<file path="config.mk">
export PLATFORM = sky130hd
export DESIGN_NAME = log_record_deframer_validator
export DESIGN_NICKNAME = d
export VERILOG_FILES = /design/src/sv/lrdv_pkg.sv /design/src/sv/log_record_deframer_validator.sv
export SDC_FILE = /design/constraint.sdc
export NUM_CORES = 2
export LEC_CHECK = 0
export ABC_AREA = 1
export BUFFER_PORTS_ARGS = -buffer_cell sky130_fd_sc_hd__clkbuf_2
export CAP_MARGIN = 25
export CORE_MARGIN = 8
export CORE_UTILIZATION = 63
export CTS_BUF_LIST = sky130_fd_sc_hd__clkbuf_4 sky130_fd_sc_hd__clkbuf_8
export CTS_CLUSTER_SIZE = 14
export DETAILED_ROUTE_END_ITERATION = 7
export MAX_ROUTING_LAYER = met4
export PLACE_DENSITY = 0.81
export SETUP_SLACK_MARGIN = 0.1
export SLEW_MARGIN = 10
export SYNTH_ARGS = -nofsm -noshare
export SYNTH_HDL_FRONTEND = slang
export SYNTH_SLANG_ARGS = --single-unit
</file>
<file path="constraint.sdc">
create_clock -name clk -period 12.3 [get_ports clk]
set_clock_uncertainty 0.2 [all_clocks]
set_input_delay 1.23 -clock clk [delete_from_list [all_inputs] [get_ports clk]]
set_output_delay 1.23 -clock clk [all_outputs]
set_load 0.01 [all_outputs]
</file>
<file path="src/sv/lrdv_pkg.sv">
package lrdv_pkg;

    localparam int HEADER_BYTES = 13;
    localparam logic [31:0] CRC32C_POLY = 32'h82F6_3B78;
    localparam logic [31:0] CRC_ONES = 32'hFFFF_FFFF;

    // register indexes on the configuration port
    localparam logic [1:0] REG_MAGIC = 2'd0;
    localparam logic [1:0] REG_VERSION = 2'd1;
    localparam logic [1:0] REG_KNOWN_SIZE = 2'd2;

    localparam logic RESULT_RECORD = 1'b0;
    localparam logic RESULT_SUMMARY = 1'b1;

    typedef struct packed {
        logic        kind;
        logic [31:0] rec_offset;
        logic [31:0] payload_length;
        logic        size_known;
        logic        torn_found;
        logic [31:0] torn_count;
        logic [31:0] clean_end;
        logic        last;
    } lrdv_result_t;

    // reflected CRC-32C, one byte per call
    function automatic logic [31:0] crc32c_byte(input logic [31:0] crc, input logic [7:0] b);
        logic [31:0] c;
        c = crc ^ {24'h0, b};
        for (int i = 0; i < 8; i++)
        begin
            c = c[0] ? ((c >> 1) ^ CRC32C_POLY) : (c >> 1);
        end
        return c;
    endfunction

endpackage

</file>
<file path="src/sv/log_record_deframer_validator.sv">
// Log record deframer and CRC-32C validator.
// Input channel (in_valid / in_stall): one word per cycle while in_stall is low,
// carrying data_byte, byte_valid and segment_end. A word with byte_valid low and
// segment_end high just closes the segment; a word with both low is ignored.
// Output channel (out_valid / out_stall): the results of each word handed over,
// either a good record (offset, payload length, size_known) or, at segment end,
// a summary (torn flag, torn byte count, clean end offset). last_of_item marks
// the final result caused by one input word; a word gives at most two.
// Flow: an accepted word is registered, processed once the result queue has room
// and its results are written to the queue, from which the receiver takes them.
// Throughput: one byte per cycle while the result queue has room, set by the
// byte-wide CRC-32C update and the header field capture in the single processing stage.
// A four-entry result queue sits between the sides; the input stalls only
// while more than two results wait, so a stalled receiver backs up the input
// after a few words and nothing is lost. Reset: magic 0, version 1, known
// size 0; the parser starts a fresh segment in header phase at offset zero.
// Configuration is for the user to write while the block is idle (not enforced).
module log_record_deframer_validator
    import lrdv_pkg::*;
#(
    parameter int OFFSET_BITS = 32
)
(
    input  logic        clk,
    input  logic        rst_n,

    input  logic        cfg_write,
    input  logic [1:0]  cfg_index,
    input  logic [31:0] cfg_data,

    input  logic        in_valid,
    output logic        in_stall,
    input  logic [7:0]  data_byte,
    input  logic        byte_valid,
    input  logic        segment_end,

    output logic        out_valid,
    input  logic        out_stall,
    output logic        result_kind,
    output logic [31:0] rec_offset,
    output logic [31:0] payload_length,
    output logic        size_known,
    output logic        torn_found,
    output logic [31:0] torn_count,
    output logic [31:0] clean_end,
    output logic        last_of_item
);

    localparam logic [1:0] PH_HEADER = 2'd0;
    localparam logic [1:0] PH_PAYLOAD = 2'd1;
    localparam logic [1:0] PH_STOPPED = 2'd2;

    localparam logic [3:0] IDX_VERSION = 4'd4;
    localparam logic [3:0] IDX_LEN_FIRST = 4'd5;
    localparam logic [3:0] IDX_CRC_FIRST = 4'd9;
    localparam logic [3:0] IDX_LAST = 4'(HEADER_BYTES - 1);

    localparam int FIFO_DEPTH = 4;

    // configuration
    logic [31:0] cfg_magic_reg;
    logic [7:0]  cfg_version_reg;
    logic [15:0] cfg_known_reg;

    // input stage
    logic        stage_valid_reg;
    logic [7:0]  stage_byte_reg;
    logic        stage_has_byte_reg;
    logic        stage_end_reg;
    logic        stage_go;

    // parser state
    logic [1:0]             phase_reg, phase_next;
    logic [3:0]             hdr_idx_reg, hdr_idx_next;
    logic [31:0]            hdr_magic_reg, hdr_magic_next;
    logic [7:0]             hdr_version_reg, hdr_version_next;
    logic [31:0]            hdr_length_reg, hdr_length_next;
    logic [31:0]            hdr_crc_reg, hdr_crc_next;
    logic [31:0]            run_crc_reg, run_crc_next;
    logic [31:0]            payload_left_reg, payload_left_next;
    logic [OFFSET_BITS-1:0] bytes_seen_reg, bytes_seen_next;
    logic [OFFSET_BITS-1:0] record_start_reg, record_start_next;

    logic [1:0]             len_lane;
    logic [1:0]             crc_lane;
    logic                   finish;
    logic                   rec_hit;
    logic [OFFSET_BITS-1:0] torn_bytes;

    lrdv_result_t           res0, res1, rec_res, sum_res;
    logic [1:0]             push_cnt;

    // result queue
    lrdv_result_t           fifo_mem [FIFO_DEPTH];
    logic [1:0]             wr_ptr_reg, rd_ptr_reg;
    logic [2:0]             count_reg;
    logic                   pop;

    assign stage_go = stage_valid_reg && (count_reg <= 3'(FIFO_DEPTH - 2));
    assign in_stall = stage_valid_reg && !(count_reg <= 3'(FIFO_DEPTH - 2));
    assign len_lane = 2'(hdr_idx_reg - IDX_LEN_FIRST);
    assign crc_lane = 2'(hdr_idx_reg - IDX_CRC_FIRST);

    always_ff @(posedge clk or negedge rst_n)
    begin
        if (!rst_n)
        begin
            cfg_magic_reg   <= '0;
            cfg_version_reg <= 8'd1;
            cfg_known_reg   <= '0;
        end
        else if (cfg_write)
        begin
            case (cfg_index)
                REG_MAGIC:      cfg_magic_reg <= cfg_data;
                REG_VERSION:    cfg_version_reg <= cfg_data[7:0];
                REG_KNOWN_SIZE: cfg_known_reg <= cfg_data[15:0];
                default:        ;
            endcase
        end
    end

    always_ff @(posedge clk or negedge rst_n)
    begin
        if (!rst_n)
        begin
            stage_valid_reg <= 1'b0;
        end
        else if (!in_stall)
        begin
            stage_valid_reg <= in_valid;
        end
    end

    always_ff @(posedge clk)
    begin
        if (in_valid && !in_stall)
        begin
            stage_byte_reg     <= data_byte;
            stage_has_byte_reg <= byte_valid;
            stage_end_reg      <= segment_end;
        end
    end

    always_comb
    begin
        phase_next        = phase_reg;
        hdr_idx_next      = hdr_idx_reg;
        hdr_magic_next    = hdr_magic_reg;
        hdr_version_next  = hdr_version_reg;
        hdr_length_next   = hdr_length_reg;
        hdr_crc_next      = hdr_crc_reg;
        run_crc_next      = run_crc_reg;
        payload_left_next = payload_left_reg;
        bytes_seen_next   = bytes_seen_reg;
        record_start_next = record_start_reg;
        finish            = 1'b0;
        rec_hit           = 1'b0;

        if (stage_has_byte_reg)
        begin
            bytes_seen_next = bytes_seen_reg + OFFSET_BITS'(1);
            case (phase_reg)
                PH_HEADER:
                begin
                    if (hdr_idx_reg < IDX_VERSION)
                    begin
                        hdr_magic_next[8*hdr_idx_reg[1:0] +: 8] = stage_byte_reg;
                    end
                    else if (hdr_idx_reg == IDX_VERSION)
                    begin
                        hdr_version_next = stage_byte_reg;
                        run_crc_next = crc32c_byte(run_crc_reg, stage_byte_reg);
                    end
                    else if (hdr_idx_reg < IDX_CRC_FIRST)
                    begin
                        hdr_length_next[8*len_lane +: 8] = stage_byte_reg;
                        run_crc_next = crc32c_byte(run_crc_reg, stage_byte_reg);
                    end
                    else
                    begin
                        hdr_crc_next[8*crc_lane +: 8] = stage_byte_reg;
                    end
                    hdr_idx_next = hdr_idx_reg + 4'd1;
                    if (hdr_idx_reg == IDX_LAST)
                    begin
                        if (hdr_magic_next != cfg_magic_reg
                            || hdr_version_next != cfg_version_reg)
                        begin
                            phase_next = PH_STOPPED;
                        end
                        else if (hdr_length_next == '0)
                        begin
                            finish = 1'b1;
                        end
                        else
                        begin
                            payload_left_next = hdr_length_next;
                            phase_next = PH_PAYLOAD;
                        end
                    end
                end
                PH_PAYLOAD:
                begin
                    run_crc_next = crc32c_byte(run_crc_reg, stage_byte_reg);
                    payload_left_next = payload_left_reg - 32'd1;
                    if (payload_left_next == '0)
                    begin
                        finish = 1'b1;
                    end
                end
                default:
                begin
                    // stopped: only count the byte
                end
            endcase

            if (finish)
            begin
                if ((run_crc_next ^ CRC_ONES) != hdr_crc_next)
                begin
                    phase_next = PH_STOPPED;
                end
                else
                begin
                    rec_hit           = 1'b1;
                    record_start_next = bytes_seen_next;
                    phase_next        = PH_HEADER;
                    hdr_idx_next      = '0;
                    hdr_magic_next    = '0;
                    hdr_version_next  = '0;
                    hdr_crc_next      = '0;
                    run_crc_next      = CRC_ONES;
                    payload_left_next = '0;
                end
            end
        end

        // record result uses the length before the header fields are cleared
        rec_res                = '0;
        rec_res.kind           = RESULT_RECORD;
        rec_res.rec_offset     = 32'(record_start_reg);
        rec_res.payload_length = hdr_length_next;
        rec_res.size_known     = (hdr_length_next == 32'(cfg_known_reg));
        rec_res.last           = !stage_end_reg;
        if (rec_hit)
        begin
            hdr_length_next = '0;
        end

        torn_bytes         = bytes_seen_next - record_start_next;
        sum_res            = '0;
        sum_res.kind       = RESULT_SUMMARY;
        sum_res.torn_found = (torn_bytes != '0);
        sum_res.torn_count = 32'(torn_bytes);
        sum_res.clean_end  = 32'(record_start_next);
        sum_res.last       = 1'b1;

        if (stage_end_reg)
        begin
            phase_next        = PH_HEADER;
            hdr_idx_next      = '0;
            hdr_magic_next    = '0;
            hdr_version_next  = '0;
            hdr_length_next   = '0;
            hdr_crc_next      = '0;
            run_crc_next      = CRC_ONES;
            payload_left_next = '0;
            bytes_seen_next   = '0;
            record_start_next = '0;
        end

        res0 = rec_hit ? rec_res : sum_res;
        res1 = sum_res;
        push_cnt = 2'(rec_hit) + 2'(stage_end_reg);
    end

    always_ff @(posedge clk or negedge rst_n)
    begin
        if (!rst_n)
        begin
            phase_reg        <= PH_HEADER;
            hdr_idx_reg      <= '0;
            hdr_magic_reg    <= '0;
            hdr_version_reg  <= '0;
            hdr_length_reg   <= '0;
            hdr_crc_reg      <= '0;
            run_crc_reg      <= CRC_ONES;
            payload_left_reg <= '0;
            bytes_seen_reg   <= '0;
            record_start_reg <= '0;
        end
        else if (stage_go)
        begin
            phase_reg        <= phase_next;
            hdr_idx_reg      <= hdr_idx_next;
            hdr_magic_reg    <= hdr_magic_next;
            hdr_version_reg  <= hdr_version_next;
            hdr_length_reg   <= hdr_length_next;
            hdr_crc_reg      <= hdr_crc_next;
            run_crc_reg      <= run_crc_next;
            payload_left_reg <= payload_left_next;
            bytes_seen_reg   <= bytes_seen_next;
            record_start_reg <= record_start_next;
        end
    end

    assign pop = out_valid && !out_stall;

    always_ff @(posedge clk)
    begin
        if (stage_go)
        begin
            if (push_cnt != 2'd0)
            begin
                fifo_mem[wr_ptr_reg] <= res0;
            end
            if (push_cnt == 2'd2)
            begin
                fifo_mem[wr_ptr_reg + 2'd1] <= res1;
            end
        end
    end

    always_ff @(posedge clk or negedge rst_n)
    begin
        if (!rst_n)
        begin
            wr_ptr_reg <= '0;
            rd_ptr_reg <= '0;
            count_reg  <= '0;
        end
        else
        begin
            if (stage_go)
            begin
                wr_ptr_reg <= wr_ptr_reg + push_cnt;
            end
            if (pop)
            begin
                rd_ptr_reg <= rd_ptr_reg + 2'd1;
            end
            count_reg <= count_reg + (stage_go ? 3'(push_cnt) : 3'd0) - 3'(pop);
        end
    end

    assign out_valid      = (count_reg != 3'd0);
    assign result_kind    = fifo_mem[rd_ptr_reg].kind;
    assign rec_offset     = fifo_mem[rd_ptr_reg].rec_offset;
    assign payload_length = fifo_mem[rd_ptr_reg].payload_length;
    assign size_known     = fifo_mem[rd_ptr_reg].size_known;
    assign torn_found     = fifo_mem[rd_ptr_reg].torn_found;
    assign torn_count     = fifo_mem[rd_ptr_reg].torn_count;
    assign clean_end      = fifo_mem[rd_ptr_reg].clean_end;
    assign last_of_item   = fifo_mem[rd_ptr_reg].last;

    a_queue_bound: assert property (@(posedge clk) disable iff (!rst_n)
        count_reg <= 3'(FIFO_DEPTH))
        else $error("result queue overflow");

    a_header_index: assert property (@(posedge clk) disable iff (!rst_n)
        hdr_idx_reg <= 4'(HEADER_BYTES))
        else $error("header index past header length");

    a_segment_reset: assert property (@(posedge clk) disable iff (!rst_n)
        stage_go && stage_end_reg |=> bytes_seen_reg == '0 && record_start_reg == '0
        && phase_reg == PH_HEADER)
        else $error("parser not restarted after segment end");

    a_stage_hold: assert property (@(posedge clk) disable iff (!rst_n)
        stage_valid_reg && !stage_go |=> stage_valid_reg && $stable(stage_end_reg))
        else $error("held input word lost");

endmodule
</file>
-- Word level (Yosys, flattened, before mapping)
Memories as Yosys holds them, arrays and structs flattened.
Index checks and enable logic that the tools add are counted.
- output and inout bits: 134
- input bits: 49
- memory bits (read-only): 0
- memories: 1
- word-level logic and storage cells: 189
- register bits after elaboration: 312
- memory bits (writable): 528
- latch bits: 0
- $add $sub $neg: 15
- mux-type cells: 99
- divide/modulo/power cells: 0
- multiply operators: 0
- shifts and indexed selects: 6
- reductions and logical operators: 24
- equality and inequality tests: 11
- bitwise operators: 10
- $lt $le $gt $ge: 3
- memory list (memory ; depth ; bits a word ; rd ports ; clocked after memory_dff ; write ports ; RTL line ; source):
    fifo_mem ; 4 ; 132 ; 1 ; 0 ; 2 ; log_record_deframer_validator.sv:94 ; lrdv_result_t fifo_mem [FIFO_DEPTH];
- operators with widths (kind ; count):
    32-bit two-way mux ; 55
    16-bit NOT with 17-bit output ; 8
    132-bit two-way mux ; 1
    32-bit one-hot mux with 2 select lines ; 2
    5-bit negator with 34-bit output ; 3
    8-bit by 34-bit variable shift with 32-bit output (first input constant) ; 3
    8-bit by 34-bit indexed part select with 32-bit output ; 3
    32-bit bitwise mux ; 3
    8-bit two-way mux ; 9
    32-bit logical NOT ; 2
    32-bit inequality test ; 2
    32-bit by 1-bit adder with 32-bit output (second input constant) ; 1
    32-bit by 16-bit equality test with 1-bit output ; 1
    32-bit NOT ; 1
    32-bit nonzero test ; 1
    32-bit by 1-bit subtractor with 32-bit output (second input constant) ; 1
    32-bit subtractor ; 1
    32-bit by 8-bit bitwise XOR with 32-bit output ; 1
    4-bit two-way mux ; 5
    2-bit two-way mux ; 9
    1-bit two-way mux ; 14
    3-bit nonzero test ; 3
    8-bit inequality test ; 1
    2-bit AND reduction ; 4
    22 further kinds ; 34

-- Depth between registers and ports, before layout
- depth in word-level cells: 32
- mapped depth: 46
- mapped depth without buffers: 44

-- Least setup slack after synthesis
Ideal clock, no wire load.
- path type: register to register
- start point: reg hdr_idx_reg[0]
- end point: mem fifo_mem[3][49] in the netlist's numbering, data pin
- cell stages (with the launch flop): 31
- arrival time: 6562 ps
- slack: 5399 ps
- required time: 11960 ps
- buffers on the path: 5
- period minus slack after synthesis: 6901 ps
- setup time: 140 ps
- path through: dfrtp_1 inv_1 ha_1 nor2_1 clkbuf_1 nand2_1 nand2_1 o21ai_0 xor2_1 nor2_1 nand2_1 nor2_1 nand2_1 nor2_2 nand3_1 nand2_1 nand2_1 nor2_2 nand3_4 buf_2 inv_2 clkbuf_1 ha_1 nand2_1 nor3_1 clkinv_1 nand2_1 o21ai_0 buf_2 clkbuf_1 nor2_1
- RTL lines (element ; RTL line ; source):
    start, declared ; log_record_deframer_validator.sv:74 ; logic [3:0] hdr_idx_reg, hdr_idx_next;
    start signal, assigned ; log_record_deframer_validator.sv:296 ; hdr_idx_reg <= hdr_idx_next;
    end, declared ; log_record_deframer_validator.sv:94 ;

==> results.yml <==
outcome:
  outcome: "finished clean"
synthesis:
  synth_area_um2: 45230
  seq_area_frac_synth_pct: 46.59
  synth-main-ff-cell: "edfxtp_1"
  ys_warn_count: 0
  postSynthCellCount: 6085
  yosysUniqueCellTypes: 64
  async_reset_ff_share_pct: 35.95
  synth-edff-count: 270
  synth_fp_nets: 6175
  ys_ff_latch: 840
  avgSynthCellArea_um2: 7.433
die:
  io_pins: 183
  start_util_pct: 63.49
  coreArea_um2: 71240
  std_cell_rows: 98
  die_area_um2: 80630
  die_w_um: 284.0
  die_h_um: 284.0
cells_and_area:
  largest_reg_flops: 528
  largest_register: "fifo_mem"
  multi_input_area_um2: 20940
  syn_to_final_growth_pct: 9.875
  postLayoutCoreUtil_pct: 69.76
  stdcell_area_um2: 49700
  regArea_um2: 21080
  nets: 6243
  drive_gt1_share_pct: 11.23
  final.fill_count: 5926
clock_tree:
  h-tree-depth: 4
  cts_buffers: 141
  cts_root_buffer: "clkbuf_8"
  post_cts_buffers: 0
  clk_pin_slew_worst_paths_ps: 60
  clockBufferDepth: 3
  ctsResizeCount: 0
  cts.sinks: 840
  cts_hold_buffers: 0
  cts_tree: "done"
  clk_latency_ps: 840
sta:
  post-route-period-util_pct: 68.59
  fmax_ghz: 0.1185
  tightest_slew_ps: 1029
  slew_violations: 0
  maxSlewHeadroom_pct: 31.42
  rsz0062_at_grt: "false"
  setup_violations: 0
  fin_crit_ps: 8437
  hold_viol: 0
  tns_ps: 0
placement:
  placed_area_um2: 46590
  dp_hpwl_um: 102800
  io_buffers: 182
  place_congestion: 1.057
min_path:
  worstHoldPathType: "reg2reg"
worst_setup_path:
  path_common_cell: "nand2_1"
  slowest_delay_ps: 730
  worst-path-max-fanout: 71
  path_class: "reg2reg"
  end_kind: "register"
  crit_arrival_ps: 8780
  startpoint_type: "register"
  cpMaxStageDelayCell: "nor2_4"
  required_ps: 12650
grt:
  grt_overflow: 0
  antenna_found_initial: 7
  grt_pass1_vias: 40000
  grt_use_total_pct: 37.36
  grt_max_degree: 105
  grt_pass1_wl_um: 234000
job:
  max-cap-violations: 0
detailed_routing:
  num_vias: 44290
  wl_um: 152400
  ant_nets: 0
  drt-initial-drc-count: 6260
  dr.pass1.iters: 7
  vias_per_cell: 6.131
  post_drt_wl_per_cell_um: 21.09
  drc: 0
power_and_ir_drop:
  ir_drop_mv: 0.1579
  leakage_nw: 21.82
  powerDensity_nw_per_um2: 224.3
layer usage:
layer	vias up	global-route usage [%]	share of wire, %
met1	20760	53.06	41
met4	0	11.56	2.9
met2	2919	52.70	43
met3	318	8.925	13
met5	-	-	0
li1	20290	-	-
placed cells by master, fill, tap and decap left out, types with 5 or more instances in the layout:
| cell type | instances |
|---|---|
| diode_2 | 7 |
| o31ai_1 | 9 |
| nor3_1 | 31 |
| buf_4 | 53 |
| a22oi_1 | 10 |
| dfxtp_1 | 268 |
| nand4_1 | 42 |
| edfxtp_1 | 270 |
| xnor2_1 | 17 |
| o21ai_1 | 31 |
| xor2_1 | 61 |
| clkbuf_8 | 166 |
| inv_12 | 5 |
| nor2_2 | 14 |
| inv_2 | 27 |
| nand2_2 | 61 |
| or2_2 | 6 |
| o21ai_0 | 827 |
| a32o_1 | 11 |
| nand3b_1 | 22 |
| dfstp_2 | 33 |
| ha_1 | 39 |
| inv_1 | 503 |
| dfrtp_1 | 267 |
| nor4_1 | 8 |
| nand3_1 | 270 |
| nor2_4 | 8 |
| o211ai_1 | 29 |
| a21oi_1 | 126 |
| clkbuf_2 | 181 |
| clkinv_2 | 10 |
| nand2_1 | 1565 |
| o221ai_1 | 13 |
| o22ai_1 | 262 |
| nand2_4 | 16 |
| clkbuf_4 | 56 |
| nand3_2 | 18 |
| o32ai_1 | 9 |
| nor2_1 | 833 |
| clkinv_1 | 12 |
report_power, final:
part,switching (mW),internal [mW]
clock,1.23,1.45
sequential,0.197,3.14
combinational,3.75,1.38
total,5.18,5.97
cells in the mapped netlist (all sizes together) (2+ instances only):
master,n,area (um2)
nand2,1642,6406
o21ai,863,4323
nor2,857,3322
inv,535,2016
nand3,290,1561
edfxtp,270,8108
dfrtp,269,6731
dfxtp,268,5365
o22ai,262,1639
clkbuf,258,968.4
a21oi,130,661.9
xor2,61,534.3
buf,55,354.1
nand4,42,262.8
ha,39,488.0
nor3,35,197.7
dfstp,33,867.1
o211ai,29,217.7
nand3b,24,187.7
xnor2,19,181.4
o221ai,13,113.9
a32o,11,110.1
a22oi,10,75.07
o31ai,9,67.56
o32ai,9,78.83
nor4,8,50.05
and2,6,41.29
or2,6,37.54
a21boi,4,30.03
and3,4,25.02
clkinv,4,15.01
mux2,4,45.04
o21bai,4,30.03
a211oi,3,22.52
fa,2,40.04
final cells by class:
cell class	instances	share of cell area (%)
flip-flops and latches	840	42.41
clock buffers	222	5.443
diodes	7	0.03525
well taps	950	2.392
clock inverters	35	0.6898
multi-input cells	4393	42.13
inverters	539	4.111
repair buffers	238	2.787
cell families after synthesis:
family	share of synthesized area [%]
flops	46.59
xor+xnor	1.582
compound gates	16.36
simple gates	26.77
buf+inv	7.413
fa+ha+maj	1.167
mux	0.1217
final timing paths:
check / start / to / slack (ps) / cells past startpoint
min: fifo_mem[1][131] / fifo_mem[1][131] / 250 / 2
max reg2reg: phase_reg[1] / fifo_mem[0][65] / 3860 / 38
min in group asynchronous: rst_n / hdr_magic_reg[31] / 290 / 1
max in group asynchronous: rst_n / run_crc_reg[20] / 9590 / 4
max: phase_reg[1] / fifo_mem[0][65] / 3860 / 38
min reg2reg: fifo_mem[1][131] / fifo_mem[1][131] / 250 / 2
critical path, delay by kind of cell, from the launching register on:
kind | cells | cell delay (ps)
fa+ha+maj | 2 | 610
compound gates | 1 | 410
buf+inv | 6 | 1420
flops | 1 | 590
simple gates | 29 | 4880
metrics by stage:
stage                     power (mW)  instances  hold slack [ps]  setup WS (ps)
final                          11.15       7224            249.5           3863
after global routing           11.68       7224            265.1           3342
after CTS                      11.01       7215            250.5           4170
after detailed placement       8.350       6958            236.8           4199
after global placement         8.293       6957            232.1           4329
after floorplan                6.656       6085            220.9           5399
No activity file was read; power rests on OpenSTA's default activity.
